$ cat src/rtl/vste_pkg.sv
// Package for the voxel surface triangle emitter: grid size, field widths,
// face direction codes, the face corner table and the emit request type.
// Depends on nothing; every other file of the block depends on it.
package vste_pkg;

  // Grid edge in voxels and the widths that follow from it.
  localparam int GRID_EDGE = 64;
  localparam int COORD_W   = 6;
  localparam int CORNER_W  = 7;
  localparam int DIR_W     = 3;
  localparam int CELL_W    = $clog2(GRID_EDGE);
  localparam int EXT_W     = (COORD_W + 1 > CELL_W + 1) ? COORD_W + 1 : CELL_W + 1;
  localparam int ADDR_W    = 3 * CELL_W;
  localparam int DEPTH     = 1 << ADDR_W;

  // Centre voxel plus six neighbours are read for each query.
  localparam int NUM_FACES = 6;
  localparam int NUM_READS = NUM_FACES + 1;
  localparam int RDK_W     = $clog2(NUM_READS + 1);

  typedef enum logic {
    ACT_WRITE = 1'b0,
    ACT_QUERY = 1'b1
  } action_e;

  typedef enum logic [DIR_W-1:0] {
    DIR_NEG_Z = 3'd0,
    DIR_POS_Z = 3'd1,
    DIR_NEG_X = 3'd2,
    DIR_POS_X = 3'd3,
    DIR_NEG_Y = 3'd4,
    DIR_POS_Y = 3'd5
  } dir_e;

  typedef enum logic [1:0] {
    ST_IDLE,
    ST_READ,
    ST_EMIT
  } state_e;

  // One result request from the sequencer to the output stage.
  typedef struct packed {
    logic             tri_valid;
    logic             last;
    logic [DIR_W-1:0] dir;
    logic             half;
  } tri_req_t;

  // Corner offset {x, y, z} of corner idx (p0..p3) of face dir.
  function automatic logic [2:0] face_corner(input logic [DIR_W-1:0] dir,
                                             input logic [1:0] idx);
    logic [11:0] row;
    row = '0;
    case (dir)
      DIR_NEG_Z: row = {3'b010, 3'b110, 3'b100, 3'b000};
      DIR_POS_Z: row = {3'b001, 3'b101, 3'b111, 3'b011};
      DIR_NEG_X: row = {3'b001, 3'b011, 3'b010, 3'b000};
      DIR_POS_X: row = {3'b100, 3'b110, 3'b111, 3'b101};
      DIR_NEG_Y: row = {3'b000, 3'b100, 3'b101, 3'b001};
      DIR_POS_Y: row = {3'b011, 3'b111, 3'b110, 3'b010};
      default:   row = '0;
    endcase
    case (idx)
      2'd0:    return row[11:9];
      2'd1:    return row[8:6];
      2'd2:    return row[5:3];
      default: return row[2:0];
    endcase
  endfunction

endpackage

$ cat src/rtl/vste_if.sv


interface vste_res_if;
  logic                         valid;
  logic                         ready;
  logic                         tri_valid;
  logic                         last;
  logic [vste_pkg::DIR_W-1:0]    face_dir;
  logic [vste_pkg::CORNER_W-1:0] corner_a_x;
  logic [vste_pkg::CORNER_W-1:0] corner_a_y;
  logic [vste_pkg::CORNER_W-1:0] corner_a_z;
  logic [vste_pkg::CORNER_W-1:0] corner_b_x;
  logic [vste_pkg::CORNER_W-1:0] corner_b_y;
  logic [vste_pkg::CORNER_W-1:0] corner_b_z;
  logic [vste_pkg::CORNER_W-1:0] corner_c_x;
  logic [vste_pkg::CORNER_W-1:0] corner_c_y;
  logic [vste_pkg::CORNER_W-1:0] corner_c_z;

  modport source (output valid, tri_valid, last, face_dir,
                  corner_a_x, corner_a_y, corner_a_z,
                  corner_b_x, corner_b_y, corner_b_z,
                  corner_c_x, corner_c_y, corner_c_z,
                  input ready);
  modport sink   (input valid, tri_valid, last, face_dir,
                  corner_a_x, corner_a_y, corner_a_z,
                  corner_b_x, corner_b_y, corner_b_z,
                  corner_c_x, corner_c_y, corner_c_z,
                  output ready);
endinterface

$ cat src/rtl/vste_tri_gen.sv
// Output stage of the voxel surface triangle emitter: turns a face request
// into one triangle with absolute corners, or into a result with no triangle,
// and holds it in the result register. Depends on vste_pkg and vste_if.
module vste_tri_gen (
  input  logic                         clk_i,
  input  logic                         rst_ni,
  input  logic                         req_valid_i,
  output logic                         req_ready_o,
  input  vste_pkg::tri_req_t           req_i,
  input  logic [vste_pkg::COORD_W-1:0] pos_x_i,
  input  logic [vste_pkg::COORD_W-1:0] pos_y_i,
  input  logic [vste_pkg::COORD_W-1:0] pos_z_i,
  vste_res_if.source                   res_o
);
  import vste_pkg::*;

  logic                valid_q;
  logic                tri_valid_q, last_q;
  logic [DIR_W-1:0]    dir_q;
  logic [CORNER_W-1:0] ax_q, ay_q, az_q, bx_q, by_q, bz_q, cx_q, cy_q, cz_q;

  logic [1:0]          idx_a, idx_b, idx_c;
  logic [2:0]          off_a, off_b, off_c;
  logic [CORNER_W-1:0] px, py, pz;
  logic                load;

  // A new request may enter when the register is empty or being emptied.
  assign req_ready_o = !valid_q || res_o.ready;
  assign load        = req_valid_i && req_ready_o;

  // The first triangle of a face uses p0, p1, p2 and the second p2, p3, p0.
  always_comb begin
    if (req_i.half) begin
      idx_a = 2'd2;
      idx_b = 2'd3;
      idx_c = 2'd0;
    end else begin
      idx_a = 2'd0;
      idx_b = 2'd1;
      idx_c = 2'd2;
    end
    off_a = face_corner(req_i.dir, idx_a);
    off_b = face_corner(req_i.dir, idx_b);
    off_c = face_corner(req_i.dir, idx_c);
    px    = CORNER_W'(pos_x_i);
    py    = CORNER_W'(pos_y_i);
    pz    = CORNER_W'(pos_z_i);
  end

  // Result register valid flag.
  always_ff @(posedge clk_i or negedge rst_ni) begin
    if (!rst_ni) begin
      valid_q <= 1'b0;
    end else if (load) begin
      valid_q <= 1'b1;
    end else if (res_o.ready) begin
      valid_q <= 1'b0;
    end
  end

  // Result payload; a result without a triangle carries zeros.
  always_ff @(posedge clk_i) begin
    if (load) begin
      tri_valid_q <= req_i.tri_valid;
      last_q      <= req_i.last;
      if (req_i.tri_valid) begin
        dir_q <= req_i.dir;
        ax_q  <= px + CORNER_W'(off_a[2]);
        ay_q  <= py + CORNER_W'(off_a[1]);
        az_q  <= pz + CORNER_W'(off_a[0]);
        bx_q  <= px + CORNER_W'(off_b[2]);
        by_q  <= py + CORNER_W'(off_b[1]);
        bz_q  <= pz + CORNER_W'(off_b[0]);
        cx_q  <= px + CORNER_W'(off_c[2]);
        cy_q  <= py + CORNER_W'(off_c[1]);
        cz_q  <= pz + CORNER_W'(off_c[0]);
      end else begin
        dir_q <= '0;
        ax_q  <= '0;
        ay_q  <= '0;
        az_q  <= '0;
        bx_q  <= '0;
        by_q  <= '0;
        bz_q  <= '0;
        cx_q  <= '0;
        cy_q  <= '0;
        cz_q  <= '0;
      end
    end
  end

  assign res_o.valid      = valid_q;
  assign res_o.tri_valid  = tri_valid_q;
  assign res_o.last       = last_q;
  assign res_o.face_dir   = dir_q;
  assign res_o.corner_a_x = ax_q;
  assign res_o.corner_a_y = ay_q;
  assign res_o.corner_a_z = az_q;
  assign res_o.corner_b_x = bx_q;
  assign res_o.corner_b_y = by_q;
  assign res_o.corner_b_z = bz_q;
  assign res_o.corner_c_x = cx_q;
  assign res_o.corner_c_y = cy_q;
  assign res_o.corner_c_z = cz_q;

endmodule

$ cat src/flat_wrapper.sv
// flat-port wrapper written by rule: the top's interface ports become plain ports
module vste_tri_gen_flat import vste_pkg::*;
  (clk_i, rst_ni, req_valid_i, req_ready_o, req_i, pos_x_i, pos_y_i, pos_z_i, res_o_valid, res_o_tri_valid, res_o_last, res_o_face_dir, res_o_corner_a_x, res_o_corner_a_y, res_o_corner_a_z, res_o_corner_b_x, res_o_corner_b_y, res_o_corner_b_z, res_o_corner_c_x, res_o_corner_c_y, res_o_corner_c_z, res_o_ready);
  vste_res_if res_o_i ();
  input  logic clk_i;
  input  logic rst_ni;
  input  logic req_valid_i;
  output logic req_ready_o;
  input  vste_pkg::tri_req_t req_i;
  input  logic [vste_pkg::COORD_W-1:0] pos_x_i;
  input  logic [vste_pkg::COORD_W-1:0] pos_y_i;
  input  logic [vste_pkg::COORD_W-1:0] pos_z_i;
  output wire logic [$bits(res_o_i.valid)-1:0] res_o_valid;
  output wire logic [$bits(res_o_i.tri_valid)-1:0] res_o_tri_valid;
  output wire logic [$bits(res_o_i.last)-1:0] res_o_last;
  output wire logic [$bits(res_o_i.face_dir)-1:0] res_o_face_dir;
  output wire logic [$bits(res_o_i.corner_a_x)-1:0] res_o_corner_a_x;
  output wire logic [$bits(res_o_i.corner_a_y)-1:0] res_o_corner_a_y;
  output wire logic [$bits(res_o_i.corner_a_z)-1:0] res_o_corner_a_z;
  output wire logic [$bits(res_o_i.corner_b_x)-1:0] res_o_corner_b_x;
  output wire logic [$bits(res_o_i.corner_b_y)-1:0] res_o_corner_b_y;
  output wire logic [$bits(res_o_i.corner_b_z)-1:0] res_o_corner_b_z;
  output wire logic [$bits(res_o_i.corner_c_x)-1:0] res_o_corner_c_x;
  output wire logic [$bits(res_o_i.corner_c_y)-1:0] res_o_corner_c_y;
  output wire logic [$bits(res_o_i.corner_c_z)-1:0] res_o_corner_c_z;
  input wire logic [$bits(res_o_i.ready)-1:0] res_o_ready;
  assign res_o_valid = res_o_i.valid;
  assign res_o_tri_valid = res_o_i.tri_valid;
  assign res_o_last = res_o_i.last;
  assign res_o_face_dir = res_o_i.face_dir;
  assign res_o_corner_a_x = res_o_i.corner_a_x;
  assign res_o_corner_a_y = res_o_i.corner_a_y;
  assign res_o_corner_a_z = res_o_i.corner_a_z;
  assign res_o_corner_b_x = res_o_i.corner_b_x;
  assign res_o_corner_b_y = res_o_i.corner_b_y;
  assign res_o_corner_b_z = res_o_i.corner_b_z;
  assign res_o_corner_c_x = res_o_i.corner_c_x;
  assign res_o_corner_c_y = res_o_i.corner_c_y;
  assign res_o_corner_c_z = res_o_i.corner_c_z;
  assign res_o_i.ready = res_o_ready;
  vste_tri_gen u_core (.clk_i(clk_i), .rst_ni(rst_ni), .req_valid_i(req_valid_i), .req_ready_o(req_ready_o), .req_i(req_i), .pos_x_i(pos_x_i), .pos_y_i(pos_y_i), .pos_z_i(pos_z_i), .res_o(res_o_i));
endmodule
$ cat config.mk
export PLATFORM = sky130hd
export DESIGN_NAME = vste_tri_gen_flat
export DESIGN_NICKNAME = d
export VERILOG_FILES = /design/src/rtl/vste_pkg.sv /design/src/rtl/vste_if.sv /design/src/rtl/vste_tri_gen.sv /design/src/flat_wrapper.sv
export SDC_FILE = /design/constraint.sdc
export NUM_CORES = 1
export LEC_CHECK = 0
export ABC_CLOCK_PERIOD_IN_PS = 2350
export BUFFER_PORTS_ARGS = -buffer_cell sky130_fd_sc_hd__buf_2
export CORE_MARGIN = 1
export CORE_UTILIZATION = 50
export CTS_CLUSTER_DIAMETER = 40
export DETAILED_ROUTE_END_ITERATION = 7
export PLACE_DENSITY = 0.83
export SYNTH_ARGS = -nofsm -noshare
export SYNTH_HDL_FRONTEND = slang
export SYNTH_SLANG_ARGS = --single-unit
$ cat constraint.sdc
create_clock -name clk_i -period 2.35 [get_ports clk_i]
set_input_delay 0.3525 -clock clk_i [delete_from_list [all_inputs] [get_ports clk_i]]
set_output_delay 0.3525 -clock clk_i [all_outputs]
set_load 0.05 [all_outputs]
Yosys cells after proc, flatten, opt, wreduce, memory -nomap -nowiden:

Cells that the tools add are included.
W data, S select, Z words.

* $add $sub $neg: 9
* eq/ne operators: 11
* multiplexer cells: 9
* reduce and logical (&&, ||, !) cells: 8

Operators by type and width (number)
* $pmux W12 S6: 1
* $add A6 B1 Y7: 9
* $pmux W3 S3: 3
* $eq A2 B1 Y1 const B: 3
* $eq A2 B2 Y1 const B: 3
* $eq A3 B2 Y1 const B: 2
* $eq A3 B3 Y1 const B: 2
* $logic_not A2 Y1: 3
* $mux W2: 3
* $eq A3 B1 Y1 const B: 1
* $logic_not A3 Y1: 1
* $mux W1: 2
* $reduce_bool A2 Y1: 1
* $logic_and A1 B1 Y1: 1
* $logic_not A1 Y1: 1
* $logic_or A1 B1 Y1: 1

* register bits after elaboration: 69
* input port bits: 28
* output and inout bits: 70
* logic and storage cells: 50

Longest topological paths before layout:

* depth in word-level cells: 4
* gate-level depth with buffers: 9
* gate-level depth less buffers: 8

Worst setup path before layout:

OpenSTA, ideal clock, no wires.

* kind: register to register
* from: reg u_core.valid_q, in the netlist u_core.res_o.valid
* to: reg u_core.ax_q[0], in the netlist u_core.res_o.corner_a_x[0] (enable)
* library setup time: 417 ps
* data arrival time: 2427 ps
* data required time: 1933 ps
* slack: -494 ps
* cell stages (with the launch flop): 3
* buffers on the path: 0
* clock period less this slack: 2844 ps
* cells stage by stage: dfrtp_1 > nand2b_1 > and2_1

* cells in the longest elaborated chain, start to end: 3

Ends and longest elaborated chain
* from (decl): RTL line vste_tri_gen.sv:17 `logic valid_q;`
* from (signal assigned): RTL line vste_tri_gen.sv:53 `valid_q <= 1'b0;`
* from (signal assigned): RTL line vste_tri_gen.sv:55 `valid_q <= 1'b1;`
* from (signal assigned): RTL line vste_tri_gen.sv:57 `valid_q <= 1'b0;`
* $logic_not A1 Y1: RTL line vste_tri_gen.sv:28 `assign req_ready_o = !valid_q || res_o.ready;`
* $logic_or A1 B1 Y1: RTL line vste_tri_gen.sv:28
* via req_ready_o: RTL line flat_wrapper.sv:8 `output logic req_ready_o;`
* $logic_and A1 B1 Y1: RTL line vste_tri_gen.sv:29 `assign load = req_valid_i && req_ready_o;`
* via u_core.load: RTL line vste_tri_gen.sv:25 `logic load;`
* to (signal assigned): RTL line vste_tri_gen.sv:68 `ax_q <= px + CORNER_W'(off_a[2]);`
* to (decl): RTL line vste_tri_gen.sv:20 `logic [CORNER_W-1:0] ax_q, ay_q, az_q, bx_q, by_q, bz_q, cx_q, cy_q, cz_q;`

The timed path passes the listed nets, and every way through them passes these cells.
A chain may end at the register's enable or synchronous reset.

Final worst setup path:

* from: in req_i[3] (netlist name)
* to: reg u_core.bz_q[4], in the netlist u_core.res_o.corner_b_z[4], data pin

* cells in the longest elaborated chain, start to end: 4
* elaborated cells on any way between the ends: 9
* classes of those cells: 1 x add/sub; 5 x eq/ne; 2 x mux; 1 x reduce/logical

Ends and longest elaborated chain
* from (decl): RTL line flat_wrapper.sv:9 `input vste_pkg::tri_req_t req_i;`
* $eq A3 B3 Y1, or another cell as far along: RTL line vste_pkg.sv:54 `case (dir)`
* $pmux W12 S6 (*): RTL line vste_pkg.sv:54
* $pmux W3 S3 (*): RTL line vste_pkg.sv:63 `case (idx)`
* $add A6 B1 Y7 (*): RTL line vste_tri_gen.sv:73 `bz_q <= pz + CORNER_W'(off_b[0]);`
* to (signal assigned): RTL line vste_tri_gen.sv:73
* to (decl): RTL line vste_tri_gen.sv:20

Every way passes the cells marked *; elsewhere a longest branch is shown, timed or not.

==> results.cfg <==
[global_routing]
antenna_found_initial = 0
track_usage = 0.1821
busiest_layer = met2
grt_pass1_wl_mm = 8.424
grt_max_degree = 55
met3_usage = 0.02262
grt_pass1_vias = 1779
grt_remaining_overflow = 0
met2_usage = 0.3142
use_met1 = 0.2353

[power_and_ir_drop]
leakage_uw = 0.001460
ir_drop_mv = 0.3079
powerDensity_nw_per_um2 = 670.2

[setup_path]
crit_chain = buf_2 -> nor2b_1 -> a21oi_1 -> o22ai_1 -> ha_1 -> ha_1 -> nand3_1 -> xnor2_1 -> and2_1
end_kind = register
cpMaxStageDelayCell = o22ai_1
rr_startpoint = u_core.res_o.valid
cp_common_cell = ha_1
critPathBufInv = 1
cp.required_ps = 2410
crit_arrival_ps = 1870
critical-path-top-delay-family = simple AND/OR/NAND/NOR gates
critPathKind = in2reg
reg2reg_to = u_core.res_o.corner_a_y[2]
ff2ff_path_depth = 3
r2r_slack_ps = 1070
cp_max_fo = 9
slowest_delay_ps = 230
startpoint_type = input pin

[floorplanning]
die_w_um = 77.32
rows = 27
start_util = 0.5183
die_h_um = 77.32
io_pins = 98
core_um2 = 5473
die-area_um2 = 5978

[min_path]
hp-start = req_i[4]
hold_end = u_core.res_o.last
hold_depth = 1
hold_path.class = in2reg

[clocking]
clk_pin_slew_worst_paths_ps = 90
cts_root_buffer = clkbuf_8
cts_tree = done
clkLatencyLatePin_ps = 300
cts.sinks = 55
cts_resized = 0
cts-buffers-inserted = 5
clockBufferDepth = 2
cts.htree.levels = 2

[finish]
fill_cells = 468
final_util = 0.6209
final_cell_mix = buf_2 (97), edfxtp_1 (54), and2_1 (41)
num_antenna_cells = 0
drive_gt1_frac = 0.3516
final_common_cell = buf_2
fin_nets = 351
syn_to_final_growth_pct = 19.81

[synthesis]
avgSynthCellArea_um2 = 12.55
synth_area_leader_cell = edfxtp_1
ys_seq_area_frac = 0.5805
postSynthCellCount = 226
mappedNetlistArea_um2 = 2836
synth_cell_types = 26
ys_warn_count = 0
synth_top_area_share = 0.5717
synth_fp_nets = 268
synth_area_leaders = edfxtp_1 (57%), and2_1 (9.3%), ha_1 (6.2%)
ys_seq_elements = 55

[placed_design]
io_buffers = 97
gp_congestion = 0.7983
dp_hpwl_mm = 3.785

[drt]
dr.pass1.iters = 4
drc = 0
wire_per_inst_um = 13.61
drtIter0Drc = 111
vias = 1870
via_per_inst = 4.895
antenna_left = 0
wirelength_mm = 5.199

[sta]
fin_crit_ps = 1809
hold_violations = 0
setup_viol = 0
fmax_ghz = 0.5528
clock_skew_ps = 8.336
setup_tns_ps = 0
drv_slew = 0
worst_slew_pin_slew_ps = 383.1
rsz0062_at_grt = no
post-route-period-util = 0.7697
slew_headroom = 0.7446

[run_status]
status = complete, no violations

[flow_run]
drv_cap = 0
[report_power, final]
| part | total, uW | internal [uW] | switching, uW |
|---|---|---|---|
| Clock | 565 | 269 | 297 |
| Sequential | 1170 | 1150 | 16.2 |
| Combinational | 546 | 142 | 404 |
[synth_stat cells, drive strengths merged]
cell type and count:
xnor2 17, and2 42, inv 1, buf 22, o21ai 4, nor2b 3, nand3b 2, nor2 9
or2b 1, and4 1, edfxtp 54, nand3 16, ha 14, xor2 7, clkbuf 2, nor3 1
nand2b 5, mux2i 9, dfrtp 1, a21oi 2, nand2 9, o22ai 2, and3 2
[registers in the layout (all words and copies together), names as in the netlist]
name and count:
u_core.res_o.last 1, u_core.res_o.corner_c_x 6, u_core.res_o.corner_b_z 6, u_core.res_o.corner_b_y 7, u_core.res_o.corner_a_x 7, u_core.res_o.corner_b_x 1, u_core.res_o.face_dir 3, u_core.res_o.tri_valid 1
u_core.res_o.corner_c_z 7, u_core.res_o.valid 1, u_core.res_o.corner_c_y 7, u_core.res_o.corner_a_y 7, u_core.res_o.corner_a_z 1
[layer usage]
metal | vias to the layer above | wire length, um
li1 | 935 | -
met1 | 874 | 2294
met2 | 55 | 2629
met3 | 6 | 221
met4 | 0 | 55
met5 | - | 0
[cells by family after synthesis]
kind of cell / synth area share
AOI/OAI and AO/OA: 0.01500
xor gates and xnor gates: 0.07411
adders and majority gates: 0.06176
buffers and inverters: 0.05646
DFF: 0.5805
muxes: 0.03176
and+or+nand+nor: 0.1804
[area by class of cell]
class | count | area [um2] | share of cell area
sequential | 55 | 1647 | 0.4845
multi-input combinational | 146 | 1031 | 0.3034
timing repair buffer | 100 | 523.0 | 0.1539
clock buffer | 7 | 96.34 | 0.02835
tap | 72 | 90.09 | 0.02651
clock inverter | 1 | 7.507 | 0.002209
inverter | 1 | 3.754 | 0.001105
[worst max path at each step]
stage / start / to / slack, ps / depth (start not counted)
finish: req_i[3] / u_core.res_o.corner_b_z[4] / 540 / 9
global route: req_i[3] / u_core.res_o.corner_c_z[4] / 400 / 9
CTS: req_i[3] / u_core.res_o.corner_b_z[4] / 540 / 9
detailed placement: req_i[3] / u_core.res_o.corner_b_z[4] / 210 / 9
global placement: req_i[1] / u_core.res_o.corner_a_y[4] / 290 / 9
floorplan: u_core.res_o.valid / u_core.res_o.corner_a_x[0] / 70 / 2
[repair_timing]
action	in CTS	in global routing
buffers inserted	0	0
hold buffers	1	0
hold endpoints to repair	1	0
[through the flow]
| step | power (uW) | setup slack, ps | instance area, um2 | cells | hold WS (ps) |
|---|---|---|---|---|---|
| floorplan | 1618 | 65.57 | 2838 | 226 | 56.91 |
| global placement | 1725 | 291.3 | 3284 | 373 | 127.7 |
| detailed placement | 1737 | 214.1 | 3284 | 373 | 129.0 |
| CTS | 2290 | 541.8 | 3398 | 382 | 220.9 |
| global route | 2365 | 401.2 | 3398 | 382 | 216.1 |
| finish | 2277 | 541.2 | 3398 | 382 | 224.1 |
(Power assumes the default switching activity.)
